### src/rtl/multi_deque_manager_with_splice_macros.svh
// Assertion macros for the deque manager.
// Expects clk_i and rst_ni in the scope of each use.
`ifndef MULTI_DEQUE_MANAGER_WITH_SPLICE_MACROS_SVH
`define MULTI_DEQUE_MANAGER_WITH_SPLICE_MACROS_SVH

// same-cycle implication
`define MDQ_ASSERT_IMP(lbl, ante, cons, msg) \
  lbl: assert property (@(posedge clk_i) disable iff (!rst_ni) (ante) |-> (cons)) \
    else $error(msg);

// next-cycle implication
`define MDQ_ASSERT_NXT(lbl, ante, cons, msg) \
  lbl: assert property (@(posedge clk_i) disable iff (!rst_ni) (ante) |=> (cons)) \
    else $error(msg);

`endif

### src/rtl/mdq_pkg.sv
// Shared constants, types and index helpers of the deque manager.
// No dependencies.
`default_nettype none

package mdq_pkg;

  localparam int unsigned NUM_QUEUES     = 16;
  localparam int unsigned QUEUE_CAPACITY = 64;

  localparam int unsigned MODE_W   = 2;
  localparam int unsigned QFIELD_W = 4;
  localparam int unsigned STATUS_W = 2;
  localparam int unsigned ELEM_W   = 32;

  localparam int unsigned DQW         = $clog2(NUM_QUEUES);
  localparam int unsigned HW          = $clog2(QUEUE_CAPACITY);
  localparam int unsigned CW          = $clog2(QUEUE_CAPACITY + 1);
  localparam int unsigned STORE_DEPTH = NUM_QUEUES * QUEUE_CAPACITY;
  localparam int unsigned AW          = $clog2(STORE_DEPTH);

  typedef enum logic [MODE_W-1:0] {
    MODE_PUSH  = 2'd0,
    MODE_POP   = 2'd1,
    MODE_MERGE = 2'd2
  } mode_e;

  typedef enum logic [STATUS_W-1:0] {
    STATUS_OK       = 2'd0,
    STATUS_EMPTY    = 2'd1,
    STATUS_OVERFLOW = 2'd2
  } status_e;

  typedef enum logic [2:0] {
    S_IDLE,
    S_TGT,
    S_POP,
    S_SRC,
    S_MOVE,
    S_MFIN
  } state_e;

  typedef struct packed {
    logic [HW-1:0] head;
    logic [CW-1:0] count;
  } desc_t;

  typedef struct packed {
    logic           en;
    logic [DQW-1:0] addr;
    desc_t          data;
  } desc_wr_t;

  typedef struct packed {
    logic              en;
    logic [AW-1:0]     addr;
    logic [ELEM_W-1:0] data;
  } elem_wr_t;

  function automatic logic [HW-1:0] pos_add(input logic [HW-1:0] a, input logic [HW-1:0] b);
    logic [HW:0] s;
    s = {1'b0, a} + {1'b0, b};
    if (s >= (HW+1)'(QUEUE_CAPACITY)) begin
      s = s - (HW+1)'(QUEUE_CAPACITY);
    end
    return s[HW-1:0];
  endfunction

  function automatic logic [HW-1:0] pos_dec(input logic [HW-1:0] a);
    logic [HW-1:0] r;
    if (a == '0) begin
      r = HW'(QUEUE_CAPACITY - 1);
    end else begin
      r = a - HW'(1);
    end
    return r;
  endfunction

  function automatic logic [AW-1:0] slot_addr(input logic [DQW-1:0] q, input logic [HW-1:0] pos);
    logic [AW-1:0] base;
    base = AW'(q) * AW'(QUEUE_CAPACITY);
    return base + AW'(pos);
  endfunction

endpackage

`default_nettype wire

### src/rtl/mdq_desc_ram.sv
// Queue descriptor store (head and count per queue) with per-entry valid bits.
// An entry never written reads as an empty queue at slot zero. Depends on mdq_pkg.
`default_nettype none

module mdq_desc_ram (
  input  logic                    clk_i,
  input  logic                    rst_ni,
  input  logic                    rd_en_i,
  input  logic [mdq_pkg::DQW-1:0] rd_addr_i,
  output mdq_pkg::desc_t          rd_data_o,
  input  mdq_pkg::desc_wr_t       wr_i
);
  import mdq_pkg::*;

  desc_t                 mem_q [NUM_QUEUES];
  logic [NUM_QUEUES-1:0] vld_q;
  desc_t                 rd_q;
  logic                  rd_vld_q;

  always_ff @(posedge clk_i) begin
    if (wr_i.en) begin
      mem_q[wr_i.addr] <= wr_i.data;
    end
    if (rd_en_i) begin
      rd_q <= mem_q[rd_addr_i];
    end
  end

  always_ff @(posedge clk_i or negedge rst_ni) begin
    if (!rst_ni) begin
      vld_q    <= '0;
      rd_vld_q <= 1'b0;
    end else begin
      if (wr_i.en) begin
        vld_q[wr_i.addr] <= 1'b1;
      end
      if (rd_en_i) begin
        rd_vld_q <= vld_q[rd_addr_i];
      end
    end
  end

  assign rd_data_o = rd_vld_q ? rd_q : '0;

endmodule

`default_nettype wire

### config.mk
export PLATFORM = sky130hd
export DESIGN_NAME = mdq_desc_ram
export DESIGN_NICKNAME = d
export VERILOG_FILES = /design/src/rtl/multi_deque_manager_with_splice_macros.svh /design/src/rtl/mdq_pkg.sv /design/src/rtl/mdq_desc_ram.sv
export SDC_FILE = /design/constraint.sdc
export NUM_CORES = 1
export LEC_CHECK = 0
export BUFFER_PORTS_ARGS = -buffer_cell sky130_fd_sc_hd__buf_2
export CAP_MARGIN = 20
export CORE_ASPECT_RATIO = 0.9
export CORE_MARGIN = 5
export CORE_UTILIZATION = 60
export CTS_BUF_LIST = sky130_fd_sc_hd__clkbuf_8
export CTS_CLUSTER_DIAMETER = 80
export DETAILED_ROUTE_END_ITERATION = 10
export PLACE_DENSITY = 0.75
export SYNTH_ARGS = -nofsm -noshare
export SYNTH_HDL_FRONTEND = slang
export SYNTH_SLANG_ARGS = --single-unit
### constraint.sdc
create_clock -name clk_i -period 3.3 [get_ports clk_i]
set_input_delay 0.165 -clock clk_i [delete_from_list [all_inputs] [get_ports clk_i]]
set_output_delay 0.165 -clock clk_i [all_outputs]
set_load 0.01 [all_outputs]
After elaboration in Yosys (flattened, before gate mapping)
Memory sizes are Yosys's and may differ from the RTL's. A register that Yosys moved wholly into a read port is not among the register bits.
Cells that the tools add are included.
{ "classes": {"bitwise": 1, "n_lt_le_gt_ge": 3, "muxes": 7, "reduce_logical": 1} }
{ "op_table": {"columns": ["cell", "n"], "rows": [
  ["OR 16 bit", 1],
  ["2-to-1 mux 13 bit", 1],
  ["< comparator 4 x 5 -> 1 bit (second input constant)", 2],
  ["binary-select mux 1 bit (select 4 bit)", 1],
  ["demux 1 bit (select 4 bit)", 1],
  ["greater-or-equal comparator 4 x 1 -> 1 bit (second input constant)", 1],
  ["2-to-1 mux 1 bit", 4],
  ["logical AND 1 bit", 1]
]} }
{ "totals": {"out_inout_bits": 13, "wordCells": 15, "in_bits": 25, "register_bits": 17, "ramBits": 208, "memories": 1} }
{ "memory_table": {"columns": ["name", "depth", "width", "rd", "rd_clocked_by_memory_dff", "write_ports", "line", "source"], "rows": [
  ["mem_q", 16, 13, 1, 1, 1, "mdq_desc_ram.sv:15", "desc_t mem_q [NUM_QUEUES];"]
]} }

Depth between registers and ports, before layout
{ "depth": {"word_depth": 5, "ltp_mapped": 5} }

Worst setup path before layout
Ideal clock, no wire load.
{ "synth_timing": {"path_type": "input to register", "startpoint": "input wr_i[15] (netlist bit)", "endpoint": "memory mem_q[0][0] (netlist bit), enable pin", "arrival_time_ps": 1639, "n_path_buf": 0, "path_slack_ps": 1260, "path_stages": 2, "path_cell_list": "or3b_2 -> nor3_1"} }
{ "synth_lines": {"columns": ["element", "line", "source"], "rows": [
  ["start: declaration", "mdq_desc_ram.sv:11", "input mdq_pkg::desc_wr_t wr_i"],
  ["end: declaration", "mdq_desc_ram.sv:15", null]
]} }
No word-level cell before the write port.

==> impl_results.md <==
* Outcome: complete, no violations
* CP max stage cell: dfrtp_1
* DIE WIDTH at roughly 140 µm
* Die ar. at 0.0179 mm²
* Layout cells sized above 1 at approximately 32%
* Mapped Cells at about 380
* Setup tns final at 0 ps
* CP Max Fanout at 14
* # rows at 42
* Skew-Pair Late Insertion Delay at between 500 and 600 ps
* Area contributors post-synth: edfxtp_1 72%, mux4_2 9.6%, mux4_1 8.6%, dfrtp_1 4.6%, or2_2 1.1%
* Vias/cell at just over 6
* # DRC at 0
* Hold Violations, Final at 0
* Post-route ant nets at 0
* Core area at 0.0149 mm²
* Startpoint Class: register
* Initial Utilization at around 62%
* Root Driver: clkbuf_8
* Setup crit end kind: output port
* DP Worst Slack at 1050 ps
* Antenna Cells at 0
* Leak at between 3 and 4 nW
* Drt pass-1 iters at 5
* Most frequent cells after synthesis: 221 x edfxtp_1, 39 x mux4_2, 30 x mux4_1
* Pin count of the biggest net entering global routing at between 50 and 60
* Synth cell types at 21
* Crit path cell chain: and2_1 > buf_2
* Total GRT Usage at 21.3%
* First-pass GRT wire length at 27700 µm
* Hold crit path type: in2reg
* Worst path max stage delay at about 750 ps
* Worst slew margin at between 30% and 40%
* Layout fillers at slightly below 900
* Mean area per synthesized cell at approximately 24 µm²
* Tmin final at between 1500 and 2000 ps
* Synth Register Bits at 238
* Slew @ Worst Pin at ~1000 ps
* Area share of the largest cell type after synthesis at between 70% and 80%
* Period utilization at between 50% and 60%
* Number of enable flip-flop cells after synthesis at approximately 220
* Vias at 4258
* F_max at between 500 and 600 MHz
* Power Dens Cells at roughly 580 mW/mm²
* WL final at approximately 18000 µm
* Final Slew Violations at 0
* Asr flop ratio synth at 7.14%
* Top-count cell post-synth: edfxtp_1
* Placer Congestion at approximately 0.72
* RSZ-0062 raised after global routing: no
* WP data arrival at between 1500 and 2000 ps
* Number of buffers added for setup after CTS at 0
* WP data required at ~3100 ps
* Top FF cell, synth: edfxtp_1
* Worst reg2reg path depth at 2
* TritonCTS Sinks at about 240
* Initial DRC count at between 300 and 400
* Max Clock Skew at 7.62 ps
* TritonCTS buffer count at 37
* DP HPWL at between 9000 and 10000 µm
* Top Ports at 38
* Warnings, synthesis at 0
* Port bufs at 37
* Initial antenna violation count at 0
* Total grt overflow at 0
* H-tree levels at 2
* Crit Path Class: reg2out
* Hold Path Stages at 1
* Mapped cell area at between 0.009 and 0.01 mm²
* Max clock buf depth at 3
* Max VDD drop at between 0.3 and 0.4 mV
* Vias in the first global route at between 4k and 5k
* Final net count at 490
* Reg clk slew, reported paths at 60 ps
* CTS tree: built
* Total of max-cap violations at 0
* Area leader, netlist: edfxtp_1
* Setup violators final at 0
* Wire per inst at about 26 µm
* Post-synthesis sequential area ratio at 77.0%
* Area Growth Syn to Fin at 13.4%
* Setup ws final at 1470 ps
* Syn nets at approximately 400
* Die Height at 127 µm
-- repair_timing --
| item | 4_1_cts | 5_1_grt |
|---|---|---|
| resized for setup | 0 | 0 |
| hold buffers | 7 | 0 |
| endpoints found under the hold margin | 90 | 0 |
-- power breakdown --
group          switching [W]  total, W  internal, W
logic               0.000199  0.000404     0.000204
clock network        0.00107   0.00214      0.00108
registers          0.0000503   0.00346      0.00341
total                0.00132   0.00601      0.00469
-- layout make-up --
cell class,count,area (µm²),share of cell area [%]
well taps,198,248,2.38
flip-flops and latches,238,7060,67.9
repair buffers,63,425,4.09
multi-input cells,125,2020,19.4
clock buffers,38,523,5.03
clock inverters,28,123,1.18
-- sequential cells by signal, indices dropped and copies added, names as in the netlist --
| signal | cells |
|---|---|
| mem_q | 208 |
| vld_q | 16 |
| rd_vld_q | 1 |
| rd_q | 13 |
-- through the flow --
step / cells / hold slack [ps] / cell area, µm² / utilization (%) / total power, W
6_report: 690 / 29.7 / 10400 / 69.9 / 0.00601
5_1_grt: 690 / 14.8 / 10400 / 69.9 / 0.00626
4_1_cts: 690 / 1.29 / 10400 / 69.9 / 0.00607
3_5_place_dp: 617 / 105 / 9680 / 65.1 / 0.00393
3_3_place_gp: 617 / 89.8 / 9680 / 65.1 / 0.00391
2_1_floorplan: 379 / -131 / 9170 / - / 0.00375
-- critical path: cells and delay by family, from the launching register on --
family        cells  cell delay [ps]
simple gates      1              250
flops             1              750
buf+inv           1              150
-- per-layer routing --
layer / GRT usage, % / share of wire, % / routed length (µm)
met1: 31.8 / 42 / 7610
met4: 6.89 / 1.6 / 290
met3: 4.15 / 7.5 / 1370
met5: 0 / 0 / 0
met2: 32.9 / 49 / 9000
-- cells in the final DEF (no fill, tap or decap) --
cell / n
or3b_2: 1
clkinv_1: 9
buf_12: 2
inv_6: 2
nand2_1: 1
mux4_1: 30
mux2i_1: 3
nand3_1: 1
or2_2: 16
clkbuf_8: 38
mux2_2: 1
mux4_2: 39
dlygate4sd3_1: 7
buf_4: 18
inv_1: 15
nand3b_1: 2
and2_1: 13
nor2_1: 12
dfrtp_1: 17
nand2b_1: 2
clkinvlp_4: 2
edfxtp_1: 221
buf_2: 36
nor3_2: 4
-- path summary, 6_finish.rpt --
kind                                        start                      to  slack (ps)
max                          rd_vld_q$_DFFE_PN0P_            rd_data_o[3]        1470
min                                      wr_i[12]  mem_q[5][12]$_DFFE_PP_          30
max reg2reg                mem_q[12][0]$_DFFE_PP_       rd_q[0]$_DFFE_PP_        1670
min reg2reg                  vld_q[0]$_DFFE_PN0P_    vld_q[0]$_DFFE_PN0P_         460
max in group asynchronous                  rst_ni    vld_q[8]$_DFFE_PN0P_        2920
min in group asynchronous                  rst_ni    vld_q[3]$_DFFE_PN0P_         100
-- cell families after synthesis --
group / after synthesis / share of synthesized area, %
DFF: 238 / 77.0
muxes: 73 / 18.6
and+or+nand+nor: 52 / 3.18
buffers and inverters: 16 / 1.21
No activity file was read; power rests on OpenSTA's default activity.
